## src/ac3hdc_pkg.sv

```systemverilog
// Types, constants and lookup functions for the AC-3 header decode and compare unit.
package ac3hdc_pkg;

    localparam logic [7:0] SYNC_HI      = 8'h0B;
    localparam logic [7:0] SYNC_LO      = 8'h77;
    localparam logic [7:0] BSID_LIMIT   = 8'h60;
    localparam logic [5:0] FRM_MAX      = 6'h25;
    localparam logic [7:0] FRM_PAD_MASK = 8'hFE;
    localparam logic [4:0] HALF_BASE    = 5'd8;

    localparam logic [1:0] FSCOD_48K = 2'd0;
    localparam logic [1:0] FSCOD_44K = 2'd1;
    localparam logic [1:0] FSCOD_32K = 2'd2;
    localparam logic [1:0] FSCOD_RSV = 2'd3;

    localparam logic [2:0] ACMOD_STEREO = 3'd2;
    localparam logic [1:0] DSURMOD_ON   = 2'd2;

    localparam logic [15:0] RATE_48K = 16'd48000;
    localparam logic [15:0] RATE_44K = 16'd44100;
    localparam logic [15:0] RATE_32K = 16'd32000;

    typedef struct packed {
        logic [7:0] byte_zero;
        logic [7:0] byte_one;
        logic [7:0] byte_four;
        logic [7:0] byte_five;
        logic [7:0] byte_six;
        logic [7:0] byte_seven;
    } hdr_in_t;

    typedef struct packed {
        logic        header_ok;
        logic        little_endian;
        logic [11:0] frame_bytes;
        logic [15:0] audio_rate_hz;
        logic [2:0]  channel_mode;
        logic        lfe_present;
        logic        dolby_surround;
        logic        same_as_reference;
    } hdr_out_t;

    // bit rate in kbit/s for frmsizecod >> 1
    function automatic logic [9:0] rate_kbps(input logic [4:0] idx);
        logic [9:0] r;
        case (idx)
            5'd0:    r = 10'd32;
            5'd1:    r = 10'd40;
            5'd2:    r = 10'd48;
            5'd3:    r = 10'd56;
            5'd4:    r = 10'd64;
            5'd5:    r = 10'd80;
            5'd6:    r = 10'd96;
            5'd7:    r = 10'd112;
            5'd8:    r = 10'd128;
            5'd9:    r = 10'd160;
            5'd10:   r = 10'd192;
            5'd11:   r = 10'd224;
            5'd12:   r = 10'd256;
            5'd13:   r = 10'd320;
            5'd14:   r = 10'd384;
            5'd15:   r = 10'd448;
            5'd16:   r = 10'd512;
            5'd17:   r = 10'd576;
            5'd18:   r = 10'd640;
            default: r = 10'd0;
        endcase
        return r;
    endfunction

    // 16-bit words per frame at 44.1 kHz, 320 * rate / 147 rounded down
    function automatic logic [10:0] words_44k(input logic [4:0] idx);
        logic [10:0] w;
        case (idx)
            5'd0:    w = 11'd69;
            5'd1:    w = 11'd87;
            5'd2:    w = 11'd104;
            5'd3:    w = 11'd121;
            5'd4:    w = 11'd139;
            5'd5:    w = 11'd174;
            5'd6:    w = 11'd208;
            5'd7:    w = 11'd243;
            5'd8:    w = 11'd278;
            5'd9:    w = 11'd348;
            5'd10:   w = 11'd417;
            5'd11:   w = 11'd487;
            5'd12:   w = 11'd557;
            5'd13:   w = 11'd696;
            5'd14:   w = 11'd835;
            5'd15:   w = 11'd975;
            5'd16:   w = 11'd1114;
            5'd17:   w = 11'd1253;
            5'd18:   w = 11'd1393;
            default: w = 11'd0;
        endcase
        return w;
    endfunction

    // compare mask for the compression byte, by acmod
    function automatic logic [7:0] cmp_mask(input logic [2:0] acmod);
        logic [7:0] m;
        case (acmod)
            3'd0, 3'd1:             m = 8'h80;
            3'd2, 3'd3, 3'd4, 3'd6: m = 8'hE0;
            3'd5, 3'd7:             m = 8'hF8;
            default:                m = 8'h80;
        endcase
        return m;
    endfunction

    // LFE bit position in the acmod byte depends on acmod
    function automatic logic lfe_flag(input logic [2:0] acmod, input logic [7:0] acbyte);
        logic f;
        case (acmod)
            3'd0, 3'd1:             f = acbyte[4];
            3'd2, 3'd3, 3'd4, 3'd6: f = acbyte[2];
            3'd5, 3'd7:             f = acbyte[0];
            default:                f = 1'b0;
        endcase
        return f;
    endfunction

endpackage

```

## src/ac3_header_decode_compare_unit.sv

```systemverilog
// AC-3 sync header decoder with comparison against the last valid header.
//
//  channel | ports                       | payload
//  --------+-----------------------------+-------------------------------
//  input   | s_valid, s_ready, s_data    | hdr_in_t, six header bytes
//  result  | m_valid, m_ready, m_data    | hdr_out_t, one result per beat
//
//  One beat per cycle sustained while m_ready is high; the path runs through an input register and a result register.
//  The stored reference is read on every input-to-result transfer and written on those with a valid header.
//  aresetn is synchronous and active low; it empties both registers and the reference.
//  A stalled result holds the input register; a new beat enters while it is empty or moving on.
module ac3_header_decode_compare_unit
    import ac3hdc_pkg::*;
(
    input  logic     aclk,
    input  logic     aresetn,
    input  logic     s_valid,
    output logic     s_ready,
    input  hdr_in_t  s_data,
    output logic     m_valid,
    input  logic     m_ready,
    output hdr_out_t m_data
);

    logic     in_valid_reg;
    hdr_in_t  in_data_reg;
    logic     out_valid_reg;
    hdr_out_t out_data_reg;

    logic     ref_valid_reg;
    hdr_in_t  ref_data_reg;
    logic     ref_swap_reg;
    logic [7:0] ref_mask_reg;

    logic     advance;
    logic     s_fire;

    logic       sync_plain, sync_swap, hdr_ok;
    logic [7:0] c_fs, c_bsid, c_ac;
    logic [1:0] fscod;
    logic [5:0] frm;
    logic [2:0] acmod;
    logic [4:0] hcode;
    logic [1:0] half;
    logic [9:0] rate;
    logic [10:0] words44;
    logic       same_plain, same_swap, same;
    hdr_out_t   out_next;

    assign advance = in_valid_reg && (!out_valid_reg || m_ready);
    assign s_ready = !in_valid_reg || advance;
    assign s_fire  = s_valid && s_ready;
    assign m_valid = out_valid_reg;
    assign m_data  = out_data_reg;

    always_comb begin
        sync_plain = (in_data_reg.byte_zero == SYNC_HI) && (in_data_reg.byte_one == SYNC_LO);
        sync_swap  = (in_data_reg.byte_one == SYNC_HI) && (in_data_reg.byte_zero == SYNC_LO);
        c_fs   = sync_swap ? in_data_reg.byte_five  : in_data_reg.byte_four;
        c_bsid = sync_swap ? in_data_reg.byte_four  : in_data_reg.byte_five;
        c_ac   = sync_swap ? in_data_reg.byte_seven : in_data_reg.byte_six;
        fscod  = c_fs[7:6];
        frm    = c_fs[5:0];
        acmod  = c_ac[7:5];
        hcode  = c_bsid[7:3];
        hdr_ok = (sync_plain || sync_swap) && (c_bsid < BSID_LIMIT)
                 && (frm <= FRM_MAX) && (fscod != FSCOD_RSV);
        half   = (hcode > HALF_BASE) ? 2'(hcode - HALF_BASE) : 2'd0;
        rate    = rate_kbps(frm[5:1]);
        words44 = words_44k(frm[5:1]);

        same_plain = (ref_data_reg.byte_zero == in_data_reg.byte_zero)
                  && (ref_data_reg.byte_one == in_data_reg.byte_one)
                  && ((ref_data_reg.byte_four & FRM_PAD_MASK)
                      == (in_data_reg.byte_four & FRM_PAD_MASK))
                  && (ref_data_reg.byte_five == in_data_reg.byte_five)
                  && (ref_data_reg.byte_six == in_data_reg.byte_six)
                  && ((ref_data_reg.byte_seven & ref_mask_reg)
                      == (in_data_reg.byte_seven & ref_mask_reg));
        same_swap  = (ref_data_reg.byte_zero == in_data_reg.byte_zero)
                  && (ref_data_reg.byte_one == in_data_reg.byte_one)
                  && (ref_data_reg.byte_four == in_data_reg.byte_four)
                  && ((ref_data_reg.byte_five & FRM_PAD_MASK)
                      == (in_data_reg.byte_five & FRM_PAD_MASK))
                  && (ref_data_reg.byte_seven == in_data_reg.byte_seven)
                  && ((ref_data_reg.byte_six & ref_mask_reg)
                      == (in_data_reg.byte_six & ref_mask_reg));
        same = ref_valid_reg && (ref_swap_reg ? same_swap : same_plain);

        out_next = '0;
        out_next.same_as_reference = same;
        if (hdr_ok) begin
            out_next.header_ok      = 1'b1;
            out_next.little_endian  = sync_swap;
            out_next.channel_mode   = acmod;
            out_next.lfe_present    = lfe_flag(acmod, c_ac);
            out_next.dolby_surround = (acmod == ACMOD_STEREO) && (c_ac[4:3] == DSURMOD_ON);
            case (fscod)
                FSCOD_48K: begin
                    out_next.frame_bytes   = {rate, 2'b00};
                    out_next.audio_rate_hz = RATE_48K >> half;
                end
                FSCOD_44K: begin
                    out_next.frame_bytes   = {words44 + {10'd0, frm[0]}, 1'b0};
                    out_next.audio_rate_hz = RATE_44K >> half;
                end
                FSCOD_32K: begin
                    out_next.frame_bytes   = {rate, 2'b00} + {1'b0, rate, 1'b0};
                    out_next.audio_rate_hz = RATE_32K >> half;
                end
                default: begin
                    out_next.frame_bytes   = '0;
                    out_next.audio_rate_hz = '0;
                end
            endcase
        end
    end

    always_ff @(posedge aclk) begin
        if (!aresetn) begin
            in_valid_reg  <= 1'b0;
            out_valid_reg <= 1'b0;
            ref_valid_reg <= 1'b0;
            ref_data_reg  <= '0;
            ref_swap_reg  <= 1'b0;
            ref_mask_reg  <= '0;
        end else begin
            if (s_fire) begin
                in_valid_reg <= 1'b1;
                in_data_reg  <= s_data;
            end else if (advance) begin
                in_valid_reg <= 1'b0;
            end
            if (advance) begin
                out_valid_reg <= 1'b1;
                out_data_reg  <= out_next;
                if (hdr_ok) begin
                    ref_valid_reg <= 1'b1;
                    ref_data_reg  <= in_data_reg;
                    ref_swap_reg  <= sync_swap;
                    ref_mask_reg  <= cmp_mask(acmod);
                end
            end else if (m_ready) begin
                out_valid_reg <= 1'b0;
            end
        end
    end

    assert property (@(posedge aclk) disable iff (!aresetn)
        (m_valid && m_data.header_ok) |-> (m_data.frame_bytes != 12'd0
                                           && m_data.audio_rate_hz != 16'd0))
        else $error("accepted header with zero frame length or rate");

    assert property (@(posedge aclk) disable iff (!aresetn)
        (m_valid && !m_data.header_ok) |-> (m_data.frame_bytes == 12'd0
            && m_data.audio_rate_hz == 16'd0 && m_data.channel_mode == 3'd0
            && !m_data.little_endian))
        else $error("rejected header carries decoded fields");

    assert property (@(posedge aclk) disable iff (!aresetn)
        (m_valid && m_data.same_as_reference) |-> m_data.header_ok)
        else $error("reference match on a rejected header");

    assert property (@(posedge aclk) disable iff (!aresetn)
        (advance && hdr_ok) |=> (ref_valid_reg && m_data.header_ok))
        else $error("valid header did not update the reference");

    assert property (@(posedge aclk) disable iff (!aresetn)
        (in_valid_reg && out_valid_reg && !m_ready) |=> (in_valid_reg
                                                         && $stable(in_data_reg)))
        else $error("input register changed under a stalled result");

endmodule

```

## config.mk

```make
export PLATFORM = sky130hd
export DESIGN_NAME = ac3_header_decode_compare_unit
export DESIGN_NICKNAME = d
export VERILOG_FILES = /design/src/ac3hdc_pkg.sv /design/src/ac3_header_decode_compare_unit.sv
export SDC_FILE = /design/constraint.sdc
export NUM_CORES = 1
export LEC_CHECK = 0
export BUFFER_PORTS_ARGS = -buffer_cell sky130_fd_sc_hd__buf_2
export CORE_MARGIN = 4
export CORE_UTILIZATION = 54
export CTS_BUF_LIST = sky130_fd_sc_hd__clkbuf_8
export DETAILED_ROUTE_END_ITERATION = 8
export HOLD_SLACK_MARGIN = 0.05
export PLACE_DENSITY_LB_ADDON = 0.3
export SYNTH_ARGS = -nofsm -noshare
export SYNTH_HDL_FRONTEND = slang
export SYNTH_SLANG_ARGS = --single-unit
```

## constraint.sdc

```tcl
create_clock -name aclk -period 3.8 [get_ports aclk]
set_input_delay 0.38 -clock aclk [delete_from_list [all_inputs] [get_ports aclk]]
set_output_delay 0.38 -clock aclk [all_outputs]
set_load 0.02 [all_outputs]
```

==> results.json, run 1 <==
{
  "pre_cts_ws_ns": -0.110,
  "start_util_pct": 55.2,
  "grt_pass1_vias": 5704,
  "finalSetupViolCount": 0,
  "cts_buffer_depth": 2,
  "power_density_mw_per_mm2": 369,
  "path_clk_slew_ns": 0.08,
  "antenna_left": 0,
  "crit_path_end_kind": "flop",
  "grt_overflow": 0,
  "drt-wirelength-per-cell_um": 17.4,
  "yosys.area.top_type": "edfxtp_1",
  "post_dp_cell_area_sq_mm": 0.00814,
  "cts.sinks": 137,
  "clkLatencyLatePin_ns": 0.45,
  "row_count": 42,
  "ys_seq_elements": 137,
  "ios": 90,
  "cts_max_level": 4,
  "drt-total-wl_mm": 17.9,
  "antenna_found_initial": 0,
  "finalMaxSlewViolations": 0,
  "multi_input_comb_area_sq_mm": 0.00366,
  "path_common_cell": "a21oi_1",
  "synthTopCellsByCount": "123 x nand2_1, 83 x edfxtp_1, 54 x dfxtp_1",
  "slew-limit-headroom_pct": 25.3,
  "via_per_inst": 5.75,
  "root_buffer": "clkbuf_8",
  "cpMaxStageDelayCell": "edfxtp_1",
  "die_h_um": 124,
  "drt-initial-drc-count": 667,
  "synth-edff-count": 83,
  "grt_pass1_wl_mm": 29.0,
  "die-width_um": 124,
  "synth.area.top_cells": "edfxtp_1 34%, dfxtp_1 15%, nand2_1 6.3%, xnor2_1 6.0%, a21boi_1 4.2%",
  "final-seq-area_sq_mm": 0.00357,
  "synth-seq-area-share_pct": 48.8,
  "cts_buffers": 17,
  "synth.most_common_cell": "nand2_1",
  "worst_pin_slew_ns": 1.12,
  "syn_to_final_growth_pct": 20.4,
  "synthFlopType": "edfxtp_1",
  "dp.cells": 987,
  "synth.top_cell.area_share_pct": 34.1,
  "crit_chain": "nor4b_4 -> nand4_4 -> mux2_4 -> ha_4 -> nand2_2 -> a21oi_1 -> o21ba_2 -> nor4_2 -> ha_2 -> o221ai_2 -> nor4_4 -> nand4_2 -> o21a_1 -> o21ai_1 -> a21oi_1",
  "status": "complete, no violations",
  "cap_violations": 0,
  "cts_tree": "yes",
  "hpwl_mm": 13.0,
  "finalPower_mw": 3.25,
  "finalNonFillerCells": 1030,
  "synth_cell_types": 72,
  "fin_ws_ns": 0.127,
  "syn_nets": 807,
  "avgSynthCellArea_sq_um": 10.0,
  "drt-pass1-iter-count": 6,
  "globalplace.congestion": 0.952,
  "arrival_ns": 3.87,
  "die-area_sq_mm": 0.0155,
  "clock_skew_ns": 0.00891,
  "power_leakage_nw": 3.23,
  "max_freq_mhz": 272,
  "syn_inst": 730,
  "rsz0062_at_grt": "yes",
  "timing.hold.ws_ns": 0.0986,
  "cts_hold_buf": 0,
  "period_share_pct": 96.7,
  "crit_fanout": 5,
  "async_flop_share_pct": 0,
  "drive_gt1_share_pct": 27.0,
  "core_sq_mm": 0.0132,
  "slowest_delay_ns": 0.44,
  "min_path_type": "in2reg",
  "fillers": 1079,
  "grtUsageTotal_pct": 23.0,
  "cp.required_ns": 4.00,
  "diodes": 0,
  "io_buffer_count": 88,
  "hold_viol": 0,
  "synth_warnings": 0,
  "fin_nets": 918,
  "crit_type": "reg2reg",
  "vdd_drop_max_v": 0.000499,
  "worst_setup_path_start_kind": "flop",
  "vias": 5922,
  "synth_area_sq_mm": 0.00732,
  "grt_max_degree": 56,
  "period_needed_ns": 3.67,
  "drc": 0,
  "fin_area_sq_mm": 0.00881
}
-- per-stage QoR --
stage / setup TNS (ns) / utilization [%]
finish: 0 / 66.5
global route: -0.470 / 66.5
CTS: 0 / 64.9
detailed placement: -0.153 / 61.5
global placement: 0 / 61.5
floorplan: 0 / -
-- path summary, 6_finish.rpt --
kind	startpoint	end	slack, ns	depth (start not counted)
max	in_data_reg[37]$_DFFE_PP_	m_data[32]$_SDFFCE_PN0P_	0.13	15
max reg2reg	in_data_reg[37]$_DFFE_PP_	m_data[32]$_SDFFCE_PN0P_	0.13	15
min	s_data[27]	in_data_reg[27]$_DFFE_PP_	0.1	1
min reg2reg	ref_mask_reg[4]$_SDFFE_PN0P_	ref_mask_reg[4]$_SDFFE_PN0P_	0.46	2
-- cell usage in the layout (no fill, tap or decap), drive strengths merged, types with 7 or more instances in the layout --
master	instances
nand2b	10
nand4	15
nand2	123
a21oi	35
xor2	9
and3	8
buf	139
ha	24
nand3	11
inv	23
nor3	17
a21boi	47
o21ai	16
xnor2	50
o21a	8
mux2	7
clkbuf	17
mux2i	19
nor4	9
edfxtp	83
a211oi	8
dfxtp	54
nor2	46
-- repair_timing --
action	4_1_cts	5_1_grt
setup endpoints to repair	5	63
cloned	0	0
resized for setup	4	39
buffers inserted	0	11
pin swaps	2	13
-- kinds of logic (layout without fill, tap and decap cells) --
family	after synthesis	after routing	synth area share, %
other	1	1	0.0513
buffers and inverters	64	188	4.02
and+or+nand+nor	266	266	17.5
xor gates and xnor gates	59	59	7.06
muxes	26	26	3.68
AOI/OAI and AO/OA	152	152	14.4
adders and majority gates	25	25	4.38
DFF	137	137	48.8
-- area by class of cell --
type                       count  share of cell area [%]
clock buffer                  17                    2.66
inverter                      17                   0.724
multi-input combinational    529                    41.6
tap                          176                    2.50
clock inverter                15                    2.27
timing repair buffer         139                    9.67
sequential                   137                    40.6
-- metal layers --
metal | track usage (%) | vias up | routed length (um)
met4 | 7.67 | 0 | 325
met5 | 0 | - | 0
met1 | 30.2 | 2865 | 7790
met2 | 37.8 | 215 | 8750
met3 | 4.97 | 31 | 1050
li1 | - | 2811 | -
-- critical path, delay by kind of cell, from the launching register on --
family | cells | cell delay [ns]
AND/OR/NAND/NOR | 6 | 1.23
multiplexers | 1 | 0.39
adder cells (fa/ha/maj) | 2 | 0.52
AO/OA/AOI/OAI | 6 | 0.85
flip-flops | 1 | 0.44
-- power breakdown --
part / total (mW) / leakage [nW] / internal, mW / switching, mW
logic: 0.306 / 1.84 / 0.130 / 0.176
clock network: 1.30 / 0.221 / 0.719 / 0.583
registers: 1.65 / 1.17 / 1.61 / 0.0331
No activity file was read; power rests on OpenSTA's default activity.
==> run 2, diff against run 1 <==
==> constraint.sdc (replaced) <==
create_clock -name aclk -period 3.15 [get_ports aclk]
set_input_delay 0.315 -clock aclk [delete_from_list [all_inputs] [get_ports aclk]]
set_output_delay 0.315 -clock aclk [all_outputs]
set_load 0.02 [all_outputs]
==> run 2 against run 1 <==
The flow now finishes with violations (setup timing). Combinational power rose by 62%. Clock power rose by 11%. Critical path depth increased by 1. Design area is 19% higher. Fmax decreased by 2.7%. Sequential power rose by 21%. Global-route usage grew 4.8 points. Register-to-register slack got worse by 0.75 ns. Count of clock-buffer cells in the layout up 5. Die area did not move. Hold slack gained 0.019 ns. Critical endpoint is now ref_data_reg[26]$_SDFFE_PN0P_.
==> results.json, run 2 (synthesis results as in run 1) <==
{
  "pre_cts_ws_ns": -0.651,
  "multi_input_comb_area_sq_mm": 0.00392,
  "finalMaxSlewViolations": 0,
  "crit_fanout": 9,
  "worst_pin_slew_ns": 0.586,
  "drt-pass1-iter-count": 6,
  "drt-wirelength-per-cell_um": 19.5,
  "core_sq_mm": 0.0132,
  "crit_path_end_kind": "flop",
  "globalplace.congestion": 0.975,
  "vdd_drop_max_v": 0.000423,
  "hold_viol": 0,
  "grt_overflow": 0,
  "clkPwrFrac_pct": 36.7,
  "fin_ws_ns": -0.626,
  "hpwl_mm": 13.9,
  "violations": "setup timing",
  "diodes": 0,
  "cts_buffer_depth": 2,
  "syn_to_final_growth_pct": 43.3,
  "tns_ns": -40.68,
  "clkLatencyLatePin_ns": 0.46,
  "p_sw_share_pct": 25.7,
  "p_sw_mw": 1.01,
  "die_h_um": 124,
  "cts_max_level": 4,
  "max_freq_mhz": 265,
  "antenna_left": 0,
  "internal_power_mw": 2.91,
  "crit_type": "reg2reg",
  "grtUsageMet2_pct": 48.4,
  "finalNonFillerCells": 1167,
  "status": "finished, violations left",
  "pwr-share-seq_pct": 50.6,
  "combPwrFrac_pct": 12.6,
  "root_buffer": "clkbuf_8",
  "io_buffer_count": 88,
  "drc": 0,
  "rsz0062_at_grt": "yes",
  "antenna_found_initial": 0,
  "vias": 6762,
  "final_common_cell": "buf_4",
  "crit_chain": "nor4b_4 -> nand4_4 -> mux2_4 -> buf_4 -> ha_4 -> nand4b_1 -> nand4_1 -> or3_4 -> a21o_1 -> or2_4 -> inv_6 -> and3_4 -> buf_12 -> buf_16 -> nand2_1 -> a21boi_1",
  "cp.required_ns": 3.53,
  "dp.cells": 1058,
  "via_per_inst": 5.79,
  "cts.sinks": 137,
  "grt_max_degree": 36,
  "fin_nets": 1055,
  "use_met1_pct": 32.2,
  "grt_pass1_vias": 6803,
  "cpMaxStageDelayCell": "edfxtp_1",
  "path_clk_slew_ns": 0.09,
  "fin_util_pct": 79.1,
  "clock_skew_ns": 0.0241,
  "die-area_sq_mm": 0.0155,
  "min_path_type": "in2reg",
  "grt_pass1_wl_mm": 34.5,
  "post_dp_cell_area_sq_mm": 0.00879,
  "die-width_um": 124,
  "slowest_delay_ns": 0.45,
  "drive_gt1_share_pct": 37.4,
  "busiest_layer": "met2",
  "start_util_pct": 55.2,
  "period_share_pct": 120,
  "drt-total-wl_mm": 22.8,
  "timing.hold.ws_ns": 0.118,
  "period_needed_ns": 3.78,
  "slew-limit-headroom_pct": 59.9,
  "final-seq-area_sq_mm": 0.00357,
  "power_density_mw_per_mm2": 374,
  "worst_setup_path_start_kind": "flop",
  "arrival_ns": 4.16,
  "finalSetupViolCount": 85,
  "grtUsageTotal_pct": 27.8,
  "cap_violations": 0,
  "ios": 90,
  "finalPower_mw": 3.92,
  "grtUsageMet3_pct": 6.99,
  "cts_buffers": 17,
  "fillers": 802,
  "drt-initial-drc-count": 717,
  "power_leakage_nw": 4.01,
  "fin_area_sq_mm": 0.0105,
  "layout_common_cells": "110 x buf_4, 100 x nand2_1, 88 x buf_2, 83 x edfxtp_1, 54 x dfxtp_1",
  "row_count": 42,
  "cts_tree": "yes"
}
## run 2: critical path: cells and delay by family (launching register included)
kind / cells / cell delay [ns]
muxes: 1 / 0.39
and+or+nand+nor: 8 / 1.83
DFF: 1 / 0.45
adders and majority gates: 1 / 0.16
buffers and inverters: 4 / 0.49
AOI/OAI and AO/OA: 2 / 0.35
## run 2: cell type report
cell class	count	share of cell area [%]
clock buffer	22	2.89
sequential	137	34.1
tap	176	2.10
inverter	17	0.657
timing repair buffer	276	22.0
clock inverter	10	0.872
multi-input combinational	529	37.4
## run 2: power groups by stage
stage / clock network (mW) / logic, mW / registers (mW)
6_report: 1.44 / 0.496 / 1.99
5_1_grt: 1.53 / 0.530 / 1.99
4_1_cts: 1.43 / 0.474 / 1.98
3_5_place_dp: 0 / 0.408 / 2.02
3_3_place_gp: 0 / 0.397 / 2.02
2_1_floorplan: 0 / 0.214 / 2.04
## run 2: metal layers
layer	wire length, um	share of wire [%]
met1	8520	37
met5	0	0
met3	1700	7.5
met2	11600	51
met4	969	4.3
## run 2: timing repair
| item | in CTS | in global routing |
|---|---|---|
| setup buffers | 15 | 4 |
| gates resized for setup | 71 | 32 |
| endpoints found under the hold margin | 48 | 0 |
| gates cloned | 8 | 3 |
| pin swaps | 18 | 20 |
| setup endpoints to repair | 84 | 85 |
| hold buffers | 48 | 0 |
## run 2: worst paths after layout
| path | startpoint | to | slack [ns] | cells after the start |
|---|---|---|---|---|
| max | in_data_reg[34]$_DFFE_PP_ | ref_data_reg[26]$_SDFFE_PN0P_ | -0.63 | 16 |
| min | s_valid | in_valid_reg$_SDFFE_PN0P_ | 0.12 | 3 |
| max reg2reg | in_data_reg[34]$_DFFE_PP_ | ref_data_reg[26]$_SDFFE_PN0P_ | -0.63 | 16 |
| min reg2reg | ref_data_reg[15]$_SDFFE_PN0P_ | ref_data_reg[15]$_SDFFE_PN0P_ | 0.47 | 2 |
